--- src/design/lfp_pkg.sv ---
// ----------------------------------------------------------------------------
// lfp_pkg: shared types and constants for the line-follow PID block
// Register indexes, reset values, fixed-point reciprocals and stage structs.
// ----------------------------------------------------------------------------
package lfp_pkg;

  // Field widths
  localparam int unsigned RefW   = 10;
  localparam int unsigned PosW   = 12;
  localparam int unsigned MsW    = 8;
  localparam int unsigned TimerW = 16;
  localparam int unsigned SpeedW = 8;
  localparam int unsigned CountW = 4;
  localparam int unsigned ErrW   = 13;
  localparam int unsigned DerW   = 14;
  localparam int unsigned IntW   = 32;
  localparam int unsigned CfgW   = 16;
  localparam int unsigned CfgIdxW = 3;
  localparam int unsigned InDataW  = 72;
  localparam int unsigned OutDataW = 24;

  // Control constants
  localparam logic [PosW-1:0]   CenterPos = 12'd2000;
  localparam logic [CountW-1:0] CountMax  = 4'd15;
  localparam logic [CountW-1:0] LevelRst  = 4'd4;

  // Truncating /20 as (x>>2)*820>>12 for x below 2^10
  localparam logic [9:0]  PRecip  = 10'd820;
  localparam int unsigned PShift  = 12;
  // Truncating /10000 as (x>>4)*219902326>>37 for x below 2^28
  localparam logic [27:0] IRecip  = 28'd219902326;
  localparam int unsigned IShift  = 37;

  // Register reset values
  localparam logic [RefW-1:0]   SignThrRst   = 10'd200;
  localparam logic [RefW-1:0]   MidThrRst    = 10'd100;
  localparam logic [TimerW-1:0] GapTimeoutRst = 16'd500;
  localparam logic [SpeedW-1:0] SpeedOneRst  = 8'd155;
  localparam logic [SpeedW-1:0] SpeedTwoRst  = 8'd160;
  localparam logic [SpeedW-1:0] SpeedThreeRst = 8'd180;
  localparam logic [SpeedW-1:0] SpeedFourRst = 8'd190;

  // Register indexes on the write port
  typedef enum logic [CfgIdxW-1:0] {
    CFG_SIGN_THR    = 3'd0,
    CFG_MID_THR     = 3'd1,
    CFG_GAP_TIMEOUT = 3'd2,
    CFG_SPEED_ONE   = 3'd3,
    CFG_SPEED_TWO   = 3'd4,
    CFG_SPEED_THREE = 3'd5,
    CFG_SPEED_FOUR  = 3'd6
  } lfp_cfg_idx_e;

  // Work handed from the state stage to the drive arithmetic
  typedef struct packed {
    logic                    tone;
    logic [2:0]              shown;
    logic [SpeedW-1:0]       speed;
    logic signed [ErrW-1:0]  err;
    logic signed [DerW-1:0]  deriv;
    logic signed [IntW-1:0]  integ;
  } lfp_work_t;

  // Finished result
  typedef struct packed {
    logic [SpeedW-1:0] left;
    logic [SpeedW-1:0] right;
    logic              tone;
    logic [2:0]        shown;
  } lfp_res_t;

endpackage

--- src/design/lfp_drive.sv ---
// ----------------------------------------------------------------------------
// lfp_drive: PID term and motor drive arithmetic
// Two register stages: constant divisions by reciprocal multiply, then sum,
// clamp to the base speed and split into left and right drives.
// ----------------------------------------------------------------------------
module lfp_drive
  import lfp_pkg::*;
(
  input  logic      clk_i,
  input  logic      en_i,
  input  lfp_work_t work_i,
  output lfp_res_t  res_o
);

  // Stage C registers
  logic signed [7:0]  p_d, p_q;
  logic signed [14:0] dh_d, dh_q;
  logic [55:0]        iprod_d, iprod_q;
  logic               ineg_q;
  logic [SpeedW-1:0]  speed_q;
  logic               tone_q;
  logic [2:0]         shown_q;

  // Proportional, derivative and integral magnitude products
  logic [11:0]        err_mag;
  logic [19:0]        p_prod;
  logic [6:0]         p_quo;
  logic signed [15:0] d_ext;
  logic signed [15:0] d3;
  logic signed [15:0] d_half;
  logic [IntW-1:0]    i_mag;

  always_comb begin
    err_mag = work_i.err[ErrW-1] ? 12'(-work_i.err) : 12'(work_i.err);
    p_prod  = 20'(err_mag[11:2]) * 20'(PRecip);
    p_quo   = p_prod[18:PShift];
    p_d     = work_i.err[ErrW-1] ? -signed'({1'b0, p_quo}) : signed'({1'b0, p_quo});

    // deriv*3/2, truncated toward zero
    d_ext  = 16'(work_i.deriv);
    d3     = d_ext + (d_ext <<< 1);
    d_half = (d3 + signed'({15'b0, d3[15]})) >>> 1;
    dh_d   = 15'(d_half);

    i_mag   = work_i.integ[IntW-1] ? 32'(-work_i.integ) : 32'(work_i.integ);
    iprod_d = 56'(i_mag[31:4]) * 56'(IRecip);
  end

  always_ff @(posedge clk_i) begin
    if (en_i) begin
      p_q     <= p_d;
      dh_q    <= dh_d;
      iprod_q <= iprod_d;
      ineg_q  <= work_i.integ[IntW-1];
      speed_q <= work_i.speed;
      tone_q  <= work_i.tone;
      shown_q <= work_i.shown;
    end
  end

  // Sum, clamp and split
  logic [18:0]        i_quo;
  logic signed [19:0] i_val;
  logic signed [20:0] drive;
  logic signed [20:0] spd;
  logic signed [20:0] clamped;
  lfp_res_t           res_d, res_q;

  always_comb begin
    i_quo = iprod_q[55:IShift];
    i_val = ineg_q ? -signed'({1'b0, i_quo}) : signed'({1'b0, i_quo});
    drive = 21'(p_q) + 21'(i_val) + 21'(dh_q);
    spd   = signed'(21'(speed_q));
    if (drive > spd) begin
      clamped = spd;
    end else if (drive < -spd) begin
      clamped = -spd;
    end else begin
      clamped = drive;
    end
    if (clamped < 0) begin
      res_d.left  = 8'(spd + clamped);
      res_d.right = speed_q;
    end else begin
      res_d.left  = speed_q;
      res_d.right = 8'(spd - clamped);
    end
    res_d.tone  = tone_q;
    res_d.shown = shown_q;
  end

  always_ff @(posedge clk_i) begin
    if (en_i) begin
      res_q <= res_d;
    end
  end

  assign res_o = res_q;

endmodule

--- src/design/line_follow_pid_with_sign_speed.sv ---
// ----------------------------------------------------------------------------
// line_follow_pid_with_sign_speed: line follower PID with sign speed select
// Sign detection, sign count and gap timer, PID error state, and the drive
// pipeline producing left and right motor values per sensor sample.
// ----------------------------------------------------------------------------
// Path: an accepted request passes the input register, state stage, divide stage
// and output register. Throughput: one request per cycle; the whole four-stage
// pipe holds on a stall.
// Reset: config registers take their defaults; sign count 0, level 4, timer,
// previous error and integral 0; all stage valid bits cleared.
module line_follow_pid_with_sign_speed
  import lfp_pkg::*;
(
  input  logic                clk_i,
  input  logic                rst_ni,
  // reflect_0..reflect_4, line_position, elapsed_ms (low bit upwards)
  input  logic                s_axis_tvalid,
  output logic                s_axis_tready,
  input  logic [InDataW-1:0]  s_axis_tdata,
  // left_drive, right_drive, tone_on, speed_level (low bit upwards)
  output logic                m_axis_tvalid,
  input  logic                m_axis_tready,
  output logic [OutDataW-1:0] m_axis_tdata,
  // configuration writes
  input  logic                cfg_we_i,
  input  logic [CfgIdxW-1:0]  cfg_idx_i,
  input  logic [CfgW-1:0]     cfg_data_i
);

  // Configuration registers
  logic [RefW-1:0]   sign_thr_q, mid_thr_q;
  logic [TimerW-1:0] gap_timeout_q;
  logic [SpeedW-1:0] spd_one_q, spd_two_q, spd_three_q, spd_four_q;

  always_ff @(posedge clk_i or negedge rst_ni) begin
    if (!rst_ni) begin
      sign_thr_q    <= SignThrRst;
      mid_thr_q     <= MidThrRst;
      gap_timeout_q <= GapTimeoutRst;
      spd_one_q     <= SpeedOneRst;
      spd_two_q     <= SpeedTwoRst;
      spd_three_q   <= SpeedThreeRst;
      spd_four_q    <= SpeedFourRst;
    end else if (cfg_we_i) begin
      unique case (lfp_cfg_idx_e'(cfg_idx_i))
        CFG_SIGN_THR:    sign_thr_q    <= cfg_data_i[RefW-1:0];
        CFG_MID_THR:     mid_thr_q     <= cfg_data_i[RefW-1:0];
        CFG_GAP_TIMEOUT: gap_timeout_q <= cfg_data_i[TimerW-1:0];
        CFG_SPEED_ONE:   spd_one_q     <= cfg_data_i[SpeedW-1:0];
        CFG_SPEED_TWO:   spd_two_q     <= cfg_data_i[SpeedW-1:0];
        CFG_SPEED_THREE: spd_three_q   <= cfg_data_i[SpeedW-1:0];
        CFG_SPEED_FOUR:  spd_four_q    <= cfg_data_i[SpeedW-1:0];
        default: ;
      endcase
    end
  end

  // Pipe advance: every stage moves together when the output is free
  logic adv;
  logic a_vld_q, b_vld_q, c_vld_q, o_vld_q;

  assign adv           = !o_vld_q || m_axis_tready;
  assign s_axis_tready = adv;

  always_ff @(posedge clk_i or negedge rst_ni) begin
    if (!rst_ni) begin
      a_vld_q <= 1'b0;
      b_vld_q <= 1'b0;
      c_vld_q <= 1'b0;
      o_vld_q <= 1'b0;
    end else if (adv) begin
      a_vld_q <= s_axis_tvalid;
      b_vld_q <= a_vld_q;
      c_vld_q <= b_vld_q;
      o_vld_q <= c_vld_q;
    end
  end

  // Input register
  logic [InDataW-1:0] in_q;

  always_ff @(posedge clk_i) begin
    if (adv && s_axis_tvalid) begin
      in_q <= s_axis_tdata;
    end
  end

  logic [RefW-1:0] r0, r1, r2, r3, r4;
  logic [PosW-1:0] pos;
  logic [MsW-1:0]  elapsed;

  assign r0      = in_q[9:0];
  assign r1      = in_q[19:10];
  assign r2      = in_q[29:20];
  assign r3      = in_q[39:30];
  assign r4      = in_q[49:40];
  assign pos     = in_q[61:50];
  assign elapsed = in_q[69:62];

  // Sign tracking and PID state
  logic [CountW-1:0]      count_q, count_d;
  logic [CountW-1:0]      level_q, level_d;
  logic                   on_sign_q, on_sign_d;
  logic [TimerW-1:0]      timer_q, timer_d;
  logic signed [ErrW-1:0] prev_err_q;
  logic signed [IntW-1:0] integ_q, integ_d;

  logic                   sign_seen;
  logic [TimerW:0]        tsum;
  logic [TimerW-1:0]      tsat;
  logic signed [ErrW-1:0] err;
  logic signed [IntW:0]   isum;
  lfp_work_t              work_d, work_q;

  always_comb begin
    tsum = {1'b0, timer_q} + (TimerW+1)'(elapsed);
    tsat = tsum[TimerW] ? {TimerW{1'b1}} : tsum[TimerW-1:0];
    sign_seen = (r0 > sign_thr_q) && (r1 > sign_thr_q) && (r2 > sign_thr_q) &&
                (r3 > mid_thr_q) && (r4 > sign_thr_q);

    count_d   = count_q;
    level_d   = level_q;
    on_sign_d = on_sign_q;
    timer_d   = tsat;
    priority if (sign_seen) begin
      on_sign_d = 1'b1;
    end else if (on_sign_q) begin
      on_sign_d = 1'b0;
      count_d   = (count_q < CountMax) ? count_q + 4'd1 : count_q;
      level_d   = count_d;
      timer_d   = '0;
    end else if (tsat > gap_timeout_q) begin
      count_d = '0;
      timer_d = '0;
    end

    // Base speed from the new level
    work_d.tone = sign_seen;
    if (level_d <= 4'd1) begin
      work_d.speed = spd_one_q;
      work_d.shown = 3'd1;
    end else if (level_d == 4'd2) begin
      work_d.speed = spd_two_q;
      work_d.shown = 3'd2;
    end else if (level_d == 4'd3) begin
      work_d.speed = spd_three_q;
      work_d.shown = 3'd3;
    end else begin
      work_d.speed = spd_four_q;
      work_d.shown = 3'd4;
    end

    // Error, derivative, saturating integral
    err  = signed'({1'b0, pos}) - signed'({1'b0, CenterPos});
    isum = 33'(integ_q) + 33'(err);
    if (isum[IntW] != isum[IntW-1]) begin
      integ_d = isum[IntW] ? {1'b1, {(IntW-1){1'b0}}} : {1'b0, {(IntW-1){1'b1}}};
    end else begin
      integ_d = isum[IntW-1:0];
    end
    work_d.err   = err;
    work_d.deriv = 14'(err) - 14'(prev_err_q);
    work_d.integ = integ_d;
  end

  always_ff @(posedge clk_i or negedge rst_ni) begin
    if (!rst_ni) begin
      count_q    <= '0;
      level_q    <= LevelRst;
      on_sign_q  <= 1'b0;
      timer_q    <= '0;
      prev_err_q <= '0;
      integ_q    <= '0;
    end else if (adv && a_vld_q) begin
      count_q    <= count_d;
      level_q    <= level_d;
      on_sign_q  <= on_sign_d;
      timer_q    <= timer_d;
      prev_err_q <= err;
      integ_q    <= integ_d;
    end
  end

  always_ff @(posedge clk_i) begin
    if (adv) begin
      work_q <= work_d;
    end
  end

  // Divide stage and output register
  lfp_res_t res;

  lfp_drive u_drive (
    .clk_i  (clk_i),
    .en_i   (adv),
    .work_i (work_q),
    .res_o  (res)
  );

  assign m_axis_tvalid = o_vld_q;
  assign m_axis_tdata  = {4'b0, res.shown, res.tone, res.right, res.left};

endmodule

--- config.mk ---
export PLATFORM = sky130hd
export DESIGN_NAME = line_follow_pid_with_sign_speed
export DESIGN_NICKNAME = d
export VERILOG_FILES = /design/src/design/lfp_pkg.sv /design/src/design/lfp_drive.sv /design/src/design/line_follow_pid_with_sign_speed.sv
export SDC_FILE = /design/constraint.sdc
export NUM_CORES = 2
export LEC_CHECK = 0
export CORE_MARGIN = 1
export CORE_UTILIZATION = 60
export DETAILED_ROUTE_END_ITERATION = 12
export DONT_BUFFER_PORTS = 1
export GPL_TIMING_DRIVEN = 1
export PLACE_DENSITY = 0.79
export SLEW_MARGIN = 20
export SYNTH_ARGS = -nofsm -noshare
export SYNTH_HDL_FRONTEND = slang
export SYNTH_SLANG_ARGS = --single-unit
export TNS_END_PERCENT = 1
--- constraint.sdc ---
create_clock -name clk_i -period 9.8 [get_ports clk_i]
set_clock_uncertainty 0.05 [all_clocks]
set_input_delay 0.49 -clock clk_i [delete_from_list [all_inputs] [get_ports clk_i]]
set_output_delay 0.49 -clock clk_i [all_outputs]
set_load 0.1 [all_outputs]
==> impl_metrics.py <==
metrics = {
    "cells_and_area": {
        "n_fill_cell": 4374,
        "fin_nets": 4723,
        "layout-drive-gt1-share_pct": 7.64,
        "seq_area_sq_um": 10100,
        "syn2layout_area_growth_pct": 9.87,
        "multi_input_area_sq_um": 24100,
    },
    "critical_path": {
        "cp.required_ps": 10050,
        "critPathKind": "reg -> reg",
        "r2r_slack_ps": 160,
        "cp-end-kind": "register",
        "crit_path_frequent_cell": "inv_2",
        "worstPathMaxFanout": 4,
        "crit_arrival_ps": 9890,
        "cpMaxStageDelayCell": "or4_4",
        "crit_path_max_incr_delay_ps": 590,
        "start_kind": "register",
    },
    "drt": {
        "viasPerCell": 5.83,
        "wl_per_cell_um": 19.6,
        "dr.pass1.iters": 5,
        "drt_iter0_markers": 1874,
        "totalWireLength_mm": 89.1,
        "dr_wl_met3_mm": 6.64,
        "drc": 0,
        "met2_wirelength_mm": 42.9,
        "routedLengthMet1_mm": 36.7,
        "vias": 26469,
        "final_antenna_net_count": 0,
        "top_layer": "met5",
    },
    "clock_tree": {
        "clk_pin_slew_ps": 70,
        "h-tree-depth": 2,
        "clkSinkCount": 358,
        "clk_path_buf_depth": 3,
        "clk_latency_ps": 560,
        "cts_tree": "built",
        "cts_buffers": 39,
        "root_buffer": "clkbuf_16",
    },
    "flow_run": {
        "maxCapViolations": 0,
    },
    "place": {
        "place.gp.congestion": 1.00,
        "dpl.hpwl_mm": 67.7,
        "numPortBuffers": 0,
    },
    "synthesis": {
        "synth_edf_count": 216,
        "yosysSeqAreaShare_pct": 27.2,
        "synthCells": 3597,
        "async_flop_share_pct": 39.7,
        "syn_area_per_cell_sq_um": 10.3,
        "ys_warn_count": 0,
        "syn-cell-area_sq_um": 37100,
        "synth_ff_type": "edfxtp_1",
        "yosysUniqueCellTypes": 84,
        "ys_top_cells_by_count": "inv_1, ha_1, fa_1",
        "synth_top_area_cell": "fa_1",
        "synth_top_area_share_pct": 20.7,
        "synth-seq-cells": 358,
        "yosysMostFrequentCell": "inv_1",
        "ys_top_cells_by_area": "fa_1, edfxtp_1, ha_1, inv_1, dfrtp_1",
    },
    "global_routing": {
        "gr-total-overflow": 0,
        "grt_max_degree": 143,
        "grt_pass1_wl_mm": 143,
        "grt_pass1_vias": 27412,
        "grt_usage_pct": 28.8,
        "antenna_found_initial": 2,
    },
    "sta": {
        "slew_viol_final": 0,
        "finalCritPeriodShare_pct": 98.4,
        "timing.fmax_mhz": 104,
        "relSlewSlack_pct": 21.5,
        "hold_viol_final": 0,
        "tightest_slew_ps": 1160,
        "tns_ps": 0,
        "finalSetupViolations": 0,
        "timing.final.crit_period_ps": 9640,
    },
    "floorplan": {
        "core_area_sq_um": 60700,
        "initial_core_util_pct": 61.1,
        "die_y_um": 251,
        "dieWidth_um": 251,
        "rows": 90,
        "die_area_sq_um": 62800,
        "ios": 122,
    },
    "worst_hold_path": {
        "min_path_type": "in -> reg",
    },
    "outcome": {
        "status": "finished, final reports clean",
    },
}
final timing paths:
| kind | from | endpoint | depth (start not counted) |
|---|---|---|---|
| max in group asynchronous | rst_ni | integ_q[11] | 2 |
| worst max-delay path | work_q[3] | u_drive.iprod_q[52] | 31 |
| worst max register to register | work_q[3] | u_drive.iprod_q[52] | 31 |
| min in group asynchronous | rst_ni | integ_q[24] | 2 |
| worst min-delay path | cfg_data_i[1] | spd_three_q[1] | 1 |
| worst min register to register | u_drive.shown_q[2] | u_drive.res_o[2] | 0 |
metrics by stage:
stage / hold slack (ps) / setup WS [ps] / instances / instance area (sq um) / utilization, %
after global routing: 14.1 / -63.5 / 4541 / 40700 / 67.1
after global placement: 155 / 144 / 4370 / 38200 / 63.0
final: 29.8 / 159 / 4541 / 40700 / 67.1
after detailed placement: 155 / -13.0 / 4370 / 38200 / 63.0
after CTS: 2.23 / 37.2 / 4529 / 40500 / 66.7
after floorplan: 144 / 389 / 3600 / 37100 / -
layer usage:
metal	vias up	global-route usage, %
li1	12325	-
met1	13015	37.2
met2	933	48.9
met3	194	6.07
met4	2	8.75
met5	-	0
cells by family after synthesis:
logic type	share of synthesized area (%)
other cells	0.0101
simple gates	7.66
xor+xnor	4.56
fa+ha+maj	38.3
compound gates	10.9
buf+inv	8.37
mux	3.08
flops	27.2
cell usage in the layout (no fill, tap or decap), types with 17 or more instances in the layout:
master	n
nand4_1	28
nand2_1	220
fa_1	380
xor2_1	63
o21a_1	21
nand3_1	34
edfxtp_1	216
mux2i_1	33
o22ai_1	19
nor3_1	20
and3_1	20
nand2b_1	22
clkbuf_16	39
dfstp_2	30
xnor2_1	128
a22o_1	17
o21ai_0	169
dlygate4sd3_1	86
inv_1	753
o31ai_1	17
a21o_1	59
mux2_2	72
ha_1	512
buf_4	56
nor2b_1	26
nor2_1	117
dfrtp_1	112
a21oi_1	153
sequential cells by signal, indices dropped and copies added (netlist names), 3 cells and up:
register / count
u_drive.iprod_q: 19
count_q: 4
u_drive.p_q: 8
spd_two_q: 8
u_drive.dh_q: 15
level_q: 4
work_q: 71
prev_err_q: 13
in_q: 70
timer_q: 16
integ_q: 32
sign_thr_q: 10
spd_three_q: 8
u_drive.res_o: 20
gap_timeout_q: 16
spd_one_q: 8
spd_four_q: 8
u_drive.shown_q: 3
u_drive.speed_q: 8
mid_thr_q: 10
what timing repair did:
| action | 4_1_cts | 5_1_grt |
|---|---|---|
| setup endpoints to repair | 2 | 12 |
| endpoints found under the hold margin | 241 | 0 |
| pin swaps | 0 | 31 |
| hold buffers | 87 | 0 |
| setup buffers | 0 | 11 |
| gates resized for setup | 3 | 44 |
| gates cloned | 0 | 0 |
critical path: cells and delay by family (launching register included):
kind / cells / cell delay (ps)
and+or+nand+nor: 11 / 3550
adders and majority gates: 8 / 3380
AOI/OAI and AO/OA: 6 / 1580
DFF: 1 / 400
buffers and inverters: 5 / 290
xor gates and xnor gates: 1 / 140
cell type report:
cell class,instances,share of cell area [%]
multi-input combinational,2421,59.2
tap,782,2.40
sequential,358,24.7
clock buffer,50,2.50
inverter,763,7.03
timing repair buffer,144,3.26
antenna,1,0.00614
clock inverter,22,0.826
Power is left out: the tool's default activity adds up to more than one toggle a clock period on the data nets, which glitch-free logic cannot reach.
